File: src/design/kart_pkg.sv
// Shared types and constants of the key auto-repeat table.
`default_nettype none
package kart_pkg;

  localparam int KEY_W  = 9;
  localparam int TIME_W = 32;
  localparam int DLY_W  = 21;

  typedef logic [KEY_W-1:0]  key_t;
  typedef logic [TIME_W-1:0] stamp_t;
  typedef logic [DLY_W-1:0]  delay_t;

  typedef struct packed {
    key_t   key;
    stamp_t stamp;
    logic   rep;
  } entry_t;

  typedef struct packed {
    key_t key;
    logic rep;
  } res_t;

  typedef enum logic [2:0] {
    ST_IDLE,
    ST_SCAN_CHK,
    ST_REL_RD,
    ST_REL_CHK,
    ST_REL_MOVE,
    ST_DONE
  } state_t;

  localparam logic OP_POLL    = 1'b0;
  localparam logic OP_RELEASE = 1'b1;

  localparam logic REG_FIRST_DELAY     = 1'b0;
  localparam logic REG_REPEAT_INTERVAL = 1'b1;

  localparam delay_t FIRST_DELAY_RST     = 21'd500000;
  localparam delay_t REPEAT_INTERVAL_RST = 21'd50000;

endpackage
`default_nettype wire

File: src/design/key_auto_repeat_table.sv
// Top level of the key auto-repeat table.
//
//   channel   valid      stall      payload
//   input     in_valid   in_stall   opcode, key_code, now_us
//   output    out_valid  out_stall  out_key, is_repeat
//   config    wr_en      -          wr_index, wr_data
//
// Press, or any request on an empty table: goes straight to the result.
// Poll: checks entries in turn until one is due or the last one has been checked.
// Release: checks entries in turn; each gap is refilled from the tail and its slot checked again.
// Every entry goes through the table's single read port and one due comparator.
// Reset empties the table at once; the delays return to 500000 and 50000 us.
// One request at a time; a finished result waits in the output register while
// the next request is accepted.
`default_nettype none
module key_auto_repeat_table #(
  parameter int TABLE_DEPTH = 10
) (
  input  wire logic                  clk,
  input  wire logic                  rst,
  input  wire logic                  in_valid,
  output logic                       in_stall,
  input  wire logic                  opcode,
  input  wire logic [8:0]            key_code,
  input  wire logic [31:0]           now_us,
  output logic                       out_valid,
  input  wire logic                  out_stall,
  output logic [8:0]                 out_key,
  output logic                       is_repeat,
  input  wire logic                  wr_en,
  input  wire logic                  wr_index,
  input  wire logic [20:0]           wr_data
);

  localparam int CntW = $clog2(TABLE_DEPTH + 1);
  localparam int IdxW = (TABLE_DEPTH > 1) ? $clog2(TABLE_DEPTH) : 1;

  kart_pkg::delay_t first_delay, repeat_interval;
  kart_pkg::entry_t rd_entry, wdata;
  kart_pkg::res_t   res;
  kart_pkg::stamp_t cur_now;
  logic             accept, take, busy, done, due, mem_we;
  logic [IdxW-1:0]  waddr, raddr;
  logic [CntW-1:0]  count;

  assign accept   = in_valid && !in_stall;
  assign in_stall = busy;
  assign take     = !out_valid || !out_stall;

  always_ff @(posedge clk) begin
    if (rst) begin
      first_delay     <= kart_pkg::FIRST_DELAY_RST;
      repeat_interval <= kart_pkg::REPEAT_INTERVAL_RST;
    end else if (wr_en) begin
      unique case (wr_index)
        kart_pkg::REG_FIRST_DELAY:     first_delay     <= wr_data;
        kart_pkg::REG_REPEAT_INTERVAL: repeat_interval <= wr_data;
        default: ;
      endcase
    end
  end

  always_ff @(posedge clk) begin
    if (rst) begin
      out_valid <= 1'b0;
    end else if (done && take) begin
      out_valid <= 1'b1;
    end else if (!out_stall) begin
      out_valid <= 1'b0;
    end
  end

  always_ff @(posedge clk) begin
    if (done && take) begin
      out_key   <= res.key;
      is_repeat <= res.rep;
    end
  end

  kart_table #(
    .DEPTH(TABLE_DEPTH),
    .IW   (IdxW)
  ) u_table (
    .clk  (clk),
    .we   (mem_we),
    .waddr(waddr),
    .wdata(wdata),
    .raddr(raddr),
    .rdata(rd_entry)
  );

  kart_due u_due (
    .now            (cur_now),
    .stamp          (rd_entry.stamp),
    .rep            (rd_entry.rep),
    .first_delay    (first_delay),
    .repeat_interval(repeat_interval),
    .due            (due)
  );

  kart_ctrl #(
    .DEPTH(TABLE_DEPTH),
    .IW   (IdxW),
    .CW   (CntW)
  ) u_ctrl (
    .clk     (clk),
    .rst     (rst),
    .accept  (accept),
    .opcode  (opcode),
    .key_code(key_code),
    .now_us  (now_us),
    .rd_entry(rd_entry),
    .due     (due),
    .take    (take),
    .busy    (busy),
    .done    (done),
    .res     (res),
    .cur_now (cur_now),
    .mem_we  (mem_we),
    .waddr   (waddr),
    .wdata   (wdata),
    .raddr   (raddr),
    .count   (count)
  );

  a_busy_after_accept: assert property (@(posedge clk) disable iff (rst)
    accept |=> in_stall)
    else $error("block took no time over an accepted request");

  a_count_bound: assert property (@(posedge clk) disable iff (rst)
    count <= CntW'(TABLE_DEPTH))
    else $error("entry count above table depth");

  a_done_only_busy: assert property (@(posedge clk) disable iff (rst)
    !in_stall |-> !done)
    else $error("result finished with no request pending");

  a_repeat_has_key: assert property (@(posedge clk) disable iff (rst)
    out_valid && is_repeat |-> out_key != '0)
    else $error("repeat reported without a key");

endmodule
`default_nettype wire

File: src/design/kart_table.sv
// Held-key table memory: one write port, one registered read port.
`default_nettype none
module kart_table #(
  parameter int DEPTH = 10,
  parameter int IW    = 4
) (
  input  wire logic            clk,
  input  wire logic            we,
  input  wire logic [IW-1:0]   waddr,
  input  wire kart_pkg::entry_t wdata,
  input  wire logic [IW-1:0]   raddr,
  output kart_pkg::entry_t     rdata
);

  kart_pkg::entry_t mem [DEPTH];

  always_ff @(posedge clk) begin
    if (we) begin
      mem[waddr] <= wdata;
    end
    rdata <= mem[raddr];
  end

endmodule
`default_nettype wire

File: src/design/kart_due.sv
// Shared due check: modular elapsed time against the entry's delay.
`default_nettype none
module kart_due (
  input  wire kart_pkg::stamp_t now,
  input  wire kart_pkg::stamp_t stamp,
  input  wire logic             rep,
  input  wire kart_pkg::delay_t first_delay,
  input  wire kart_pkg::delay_t repeat_interval,
  output logic                  due
);

  kart_pkg::stamp_t elapsed;
  kart_pkg::delay_t delay;

  always_comb begin
    elapsed = now - stamp;
    delay   = rep ? repeat_interval : first_delay;
    due     = elapsed > {{(kart_pkg::TIME_W-kart_pkg::DLY_W){1'b0}}, delay};
  end

endmodule
`default_nettype wire

File: src/design/kart_ctrl.sv
// Sequencer: press, poll scan and release over the held-key table.
`default_nettype none
module kart_ctrl #(
  parameter int DEPTH = 10,
  parameter int IW    = 4,
  parameter int CW    = 4
) (
  input  wire logic             clk,
  input  wire logic             rst,
  input  wire logic             accept,
  input  wire logic             opcode,
  input  wire kart_pkg::key_t   key_code,
  input  wire kart_pkg::stamp_t now_us,
  input  wire kart_pkg::entry_t rd_entry,
  input  wire logic             due,
  input  wire logic             take,
  output logic                  busy,
  output logic                  done,
  output kart_pkg::res_t        res,
  output kart_pkg::stamp_t      cur_now,
  output logic                  mem_we,
  output logic [IW-1:0]         waddr,
  output kart_pkg::entry_t      wdata,
  output logic [IW-1:0]         raddr,
  output logic [CW-1:0]         count
);

  kart_pkg::state_t state, state_next;
  logic [CW-1:0]    idx, idx_next, count_next, idx_inc, count_dec;
  kart_pkg::res_t   res_next;
  kart_pkg::key_t   cur_key;
  logic             last;

  always_ff @(posedge clk) begin
    if (rst) begin
      state <= kart_pkg::ST_IDLE;
      idx   <= '0;
      count <= '0;
    end else begin
      state <= state_next;
      idx   <= idx_next;
      count <= count_next;
    end
  end

  always_ff @(posedge clk) begin
    res <= res_next;
    if (accept) begin
      cur_key <= key_code;
      cur_now <= now_us;
    end
  end

  always_comb begin
    idx_inc    = idx + 1'b1;
    count_dec  = count - 1'b1;
    last       = (idx_inc == count);
    state_next = state;
    idx_next   = idx;
    count_next = count;
    res_next   = res;
    mem_we     = 1'b0;
    waddr      = idx[IW-1:0];
    wdata      = rd_entry;
    raddr      = idx[IW-1:0];
    busy       = (state != kart_pkg::ST_IDLE);
    done       = 1'b0;
    unique case (state)
      kart_pkg::ST_IDLE: begin
        raddr = '0;
        if (accept) begin
          idx_next = '0;
          res_next = '0;
          if (opcode == kart_pkg::OP_RELEASE) begin
            state_next = (count == '0) ? kart_pkg::ST_DONE : kart_pkg::ST_REL_CHK;
          end else if (key_code != '0) begin
            // press: append when there is room, report regardless
            if (count < CW'(DEPTH)) begin
              mem_we     = 1'b1;
              waddr      = count[IW-1:0];
              wdata      = '{key: key_code, stamp: now_us, rep: 1'b0};
              count_next = count + 1'b1;
            end
            res_next   = '{key: key_code, rep: 1'b0};
            state_next = kart_pkg::ST_DONE;
          end else begin
            state_next = (count == '0) ? kart_pkg::ST_DONE : kart_pkg::ST_SCAN_CHK;
          end
        end
      end
      kart_pkg::ST_SCAN_CHK: begin
        if (due) begin
          mem_we     = 1'b1;
          wdata      = '{key: rd_entry.key, stamp: cur_now, rep: 1'b1};
          res_next   = '{key: rd_entry.key, rep: 1'b1};
          state_next = kart_pkg::ST_DONE;
        end else if (last) begin
          state_next = kart_pkg::ST_DONE;
        end else begin
          // fetch the next entry while this one is checked
          idx_next = idx_inc;
          raddr    = idx_inc[IW-1:0];
        end
      end
      kart_pkg::ST_REL_RD: begin
        state_next = kart_pkg::ST_REL_CHK;
      end
      kart_pkg::ST_REL_CHK: begin
        if (rd_entry.key == cur_key) begin
          if (last) begin
            count_next = count_dec;
            state_next = kart_pkg::ST_DONE;
          end else begin
            raddr      = count_dec[IW-1:0];
            state_next = kart_pkg::ST_REL_MOVE;
          end
        end else if (last) begin
          state_next = kart_pkg::ST_DONE;
        end else begin
          idx_next = idx_inc;
          raddr    = idx_inc[IW-1:0];
        end
      end
      kart_pkg::ST_REL_MOVE: begin
        // move the last entry into the gap, then check the same slot again
        mem_we     = 1'b1;
        count_next = count_dec;
        state_next = kart_pkg::ST_REL_RD;
      end
      kart_pkg::ST_DONE: begin
        done = 1'b1;
        if (take) begin
          state_next = kart_pkg::ST_IDLE;
        end
      end
      default: begin
        state_next = kart_pkg::ST_IDLE;
      end
    endcase
  end

endmodule
`default_nettype wire
File: config.mk
export PLATFORM = sky130hd
export DESIGN_NAME = key_auto_repeat_table
export DESIGN_NICKNAME = d
export VERILOG_FILES = /design/src/design/kart_pkg.sv /design/src/design/key_auto_repeat_table.sv /design/src/design/kart_table.sv /design/src/design/kart_due.sv /design/src/design/kart_ctrl.sv
export SDC_FILE = /design/constraint.sdc
export NUM_CORES = 1
export LEC_CHECK = 0
export BUFFER_PORTS_ARGS = -buffer_cell sky130_fd_sc_hd__buf_2
export CAP_MARGIN = 20
export CORE_AREA = 2 2 230 232
export CTS_BUF_LIST = sky130_fd_sc_hd__clkbuf_8
export DETAILED_ROUTE_END_ITERATION = 10
export DIE_AREA = 0 0 232 234
export GPL_ROUTABILITY_DRIVEN = 0
export GPL_TIMING_DRIVEN = 0
export PLACE_DENSITY = 0.68
export SLEW_MARGIN = 10
export SYNTH_ARGS = -nofsm -noshare
export SYNTH_HDL_FRONTEND = slang
export SYNTH_SLANG_ARGS = --single-unit
export TNS_END_PERCENT = 30
File: constraint.sdc
create_clock -name clk -period 7 [get_ports clk]
set_clock_uncertainty 0.15 [all_clocks]
set_input_delay 0.7 -clock clk [delete_from_list [all_inputs] [get_ports clk]]
set_output_delay 0.7 -clock clk [all_outputs]
set_load 0.01 [all_outputs]
==> impl_metrics.ini <==
[detailed_routing]
totalWireLength_mm = 65.31
dr.pass1.iters = 6
dr_total_vias = 16620
m1WireLength_mm = 27.58
drc = 0
ant_nets = 0
drt_iter0_markers = 1594
viasPerCell = 5.837
dr_wl_met2_mm = 30.97
top_layer = met4
wl_per_cell_microns = 22.93
wl_met3_mm = 4.893

[layout]
stdcell_area_sq_um = 29350
area_growth_pct = 14.85
final_cells = 2848
final_util_pct = 56.41
fin_nets = 2208
drive_gt1_share_pct = 20.38

[timing]
fin_crit_ps = 6568
post-route-period-util_pct = 93.83
setup_tns_ps = 0
fmax_ghz = 0.1523
drv_slew = 0
worst_slack_ps = 431.9
rsz0062_at_grt = false
setup_viol = 0
tightestPinTransition_ps = 912.2
maxSlewHeadroom_pct = 39.19
finalHoldViolCount = 0
holdWs_ps = 82.12

[synthesis]
synthCells = 1875
async_reset_ff_share_pct = 0
yosysWarnings = 0
synth_area_leader_cell = edfxtp_1
synth_cell_types = 78
syn-cell-area_sq_um = 25550
synth-seq-cells = 577
synth_edf_count = 481
synthTopCellsByArea = edfxtp_1 57%, dfxtp_1 7.5%, mux2i_1 5.8%
yosysSeqAreaShare_pct = 64.04
ys.flop_type = edfxtp_1
synth.top_cell.area_share_pct = 56.52
synth_area_per_cell_sq_um = 13.63
syn_nets = 2000

[critical_path]
crit_family = simple AND/OR/NAND/NOR gates
critPathSlowestCell = a2111oi_2
cp_num_cells = 21
endpoint_kind = flop
path_cells = ha_1 -> and2_1 -> o211ai_1 -> a2111oi_2 -> nor2_2 -> xnor2_1 -> ha_1 -> nand4_1 -> nor4_2 -> nand2_1 -> o21a_1 -> a31oi_2 -> and4_1 -> nand3b_1 -> nor2_4 -> o21ai_1 -> a22oi_1 -> nand2b_1 -> nor2_4 -> buf_16 -> buf_12
path_buf_inv = 2
slowest_delay_ps = 730
arrival_ps = 6830
path_class = reg2reg
cp.required_ps = 7260
cp-start-kind = flop
r2r_setup_slack_ps = 430
ff2ff_path_depth = 21
crit_path_max_fanout = 20
rr_startpoint = u_ctrl.cur_now[3]
startpoint = u_ctrl.cur_now[3]
worstSetupEndpoint = u_table.mem[6][26]
rr_endpoint = u_table.mem[6][26]

[power_and_ir_drop]
p_total_mw = 10.74
vdd_drop_max_mv = 0.1359
cellPowerDensity_nw_per_um2 = 366.0
leakagePower_nw = 10.22

[cts]
cts_buffer_depth = 3
hold_buffers = 0
root_buffer = clkbuf_8
path_clk_slew_ps = 60
cts.htree.levels = 3
tritoncts_num_sinks = 577
clk_latency_ps = 690
cts_tree = yes
numCtsBuffers = 94

[worst_hold_path]
hp-class = in2reg

[floorplanning]
die_area_sq_um = 54290
start_util_pct = 49.12
core_sq_um = 52020
io-pin-count = 81
die_h_microns = 234
die-width_microns = 232
num_rows = 84

[placement]
port_buffers = 78
hpwl_mm = 43.62
dpl.cell_count = 2672
dp_slack_ps = -288.3
placed_area_sq_um = 27420

[grt]
overflow = 0
grt_pass1_wl_mm = 98.35
antenna_found_initial = 2
grt_pass1_vias = 16630
grt_max_degree = 29
track_usage_pct = 24.29

[flow_run]
max_cap_violations = 0

[run_status]
outcome = finished, final reports clean
==> worst min-delay path by stage <==
| stage | start | endpoint | slack, ps | cells past startpoint |
|---|---|---|---|---|
| floorplan | u_ctrl.res[0] | is_repeat | 250 | 0 |
| global placement | u_ctrl.res[0] | is_repeat | 250 | 0 |
| detailed placement | u_ctrl.res[4] | out_key[3] | 260 | 0 |
| CTS | now_us[7] | u_ctrl.cur_now[7] | 30 | 1 |
| global route | now_us[11] | u_ctrl.cur_now[11] | 70 | 1 |
| finish | now_us[7] | u_ctrl.cur_now[7] | 80 | 1 |
==> final cells by class <==
cell class,count,area (sq um)
fillers,4225,22680
flip-flops and latches,577,16370
multi-input cells,1148,8594
clock buffers,104,1431
repair buffers,112,949.7
well taps,688,860.8
plain buffers,99,541.8
clock inverters,68,410.4
inverters,51,191.4
diodes,1,2.502
==> power by group <==
group	total, mW	switching [mW]	internal [mW]
Combinational	3.22	2.09	1.13
Sequential	4.67	0.161	4.50
Clock	2.86	1.32	1.55
==> cell usage after synthesis, types with 17 or more instances <==
library cell / count
dfxtp_1: 96
nor2_1: 54
a21o_1: 17
clkbuf_1: 62
a22oi_2: 40
xnor2_1: 29
inv_1: 50
buf_6: 17
nand2_1: 245
a22oi_1: 39
nand3b_1: 18
edfxtp_1: 481
nand2b_1: 19
mux2i_1: 149
mux2_2: 86
ha_1: 55
xor2_1: 17
o211ai_1: 49
o22a_1: 42
o21ai_0: 39
a21oi_1: 84
==> cells in the final DEF, fill, tap and decap left out, types with 44 or more instances in the layout <==
| master | instances |
|---|---|
| dfxtp_1 | 96 |
| o211ai_1 | 49 |
| nor2_1 | 44 |
| mux2_2 | 86 |
| clkbuf_8 | 104 |
| nand2_1 | 245 |
| buf_2 | 92 |
| inv_1 | 88 |
| ha_1 | 55 |
| a21oi_1 | 84 |
| clkbuf_1 | 54 |
| mux2i_1 | 149 |
| edfxtp_1 | 481 |
==> cells by family (layout without fill, tap and decap cells) <==
family                   count (synthesis)  after routing  share of synthesized area (%)
XOR/XNOR                                46             46                          1.577
flip-flops                             577            577                          64.04
AO/OA/AOI/OAI                          382            382                          11.32
AND/OR/NAND/NOR                        429            429                          7.849
other                                    0              1                              0
adder cells (fa/ha/maj)                 56             56                          2.771
multiplexers                           235            235                          9.626
buffers and inverters                  150            434                          2.820
==> routing by layer <==
metal / up-vias / global-route usage, %
li1: 7551 / -
met1: 8234 / 32.60
met2: 712 / 39.77
met3: 126 / 4.098
met4: 0 / 9.235
met5: - / 0
==> state kept, by name, summed over array words and instances, names as in the netlist <==
name / flops
u_table.mem: 420
u_table.rdata: 42
u_ctrl.cur_now: 32
first_delay: 21
repeat_interval: 21
u_ctrl.res: 10
out_key: 9
u_ctrl.cur_key: 9
u_ctrl.count: 4
u_ctrl.idx: 4
u_ctrl.state: 3
is_repeat: 1
out_valid: 1
==> worst register-to-register path, delay by kind of cell, from the launching register on <==
family,cells,cell delay [ps]
AND/OR/NAND/NOR,10,2370
flip-flops,1,410
XOR/XNOR,1,400
AO/OA/AOI/OAI,6,1980
buffers and inverters,2,410
adder cells (fa/ha/maj),2,570
==> timing repair <==
item,in CTS,in global routing
endpoints found under the setup margin,378,538
gates resized for setup,3,24
setup buffers,0,3
pin swaps,0,1
Note: power is estimated with default switching activity, not from simulation.
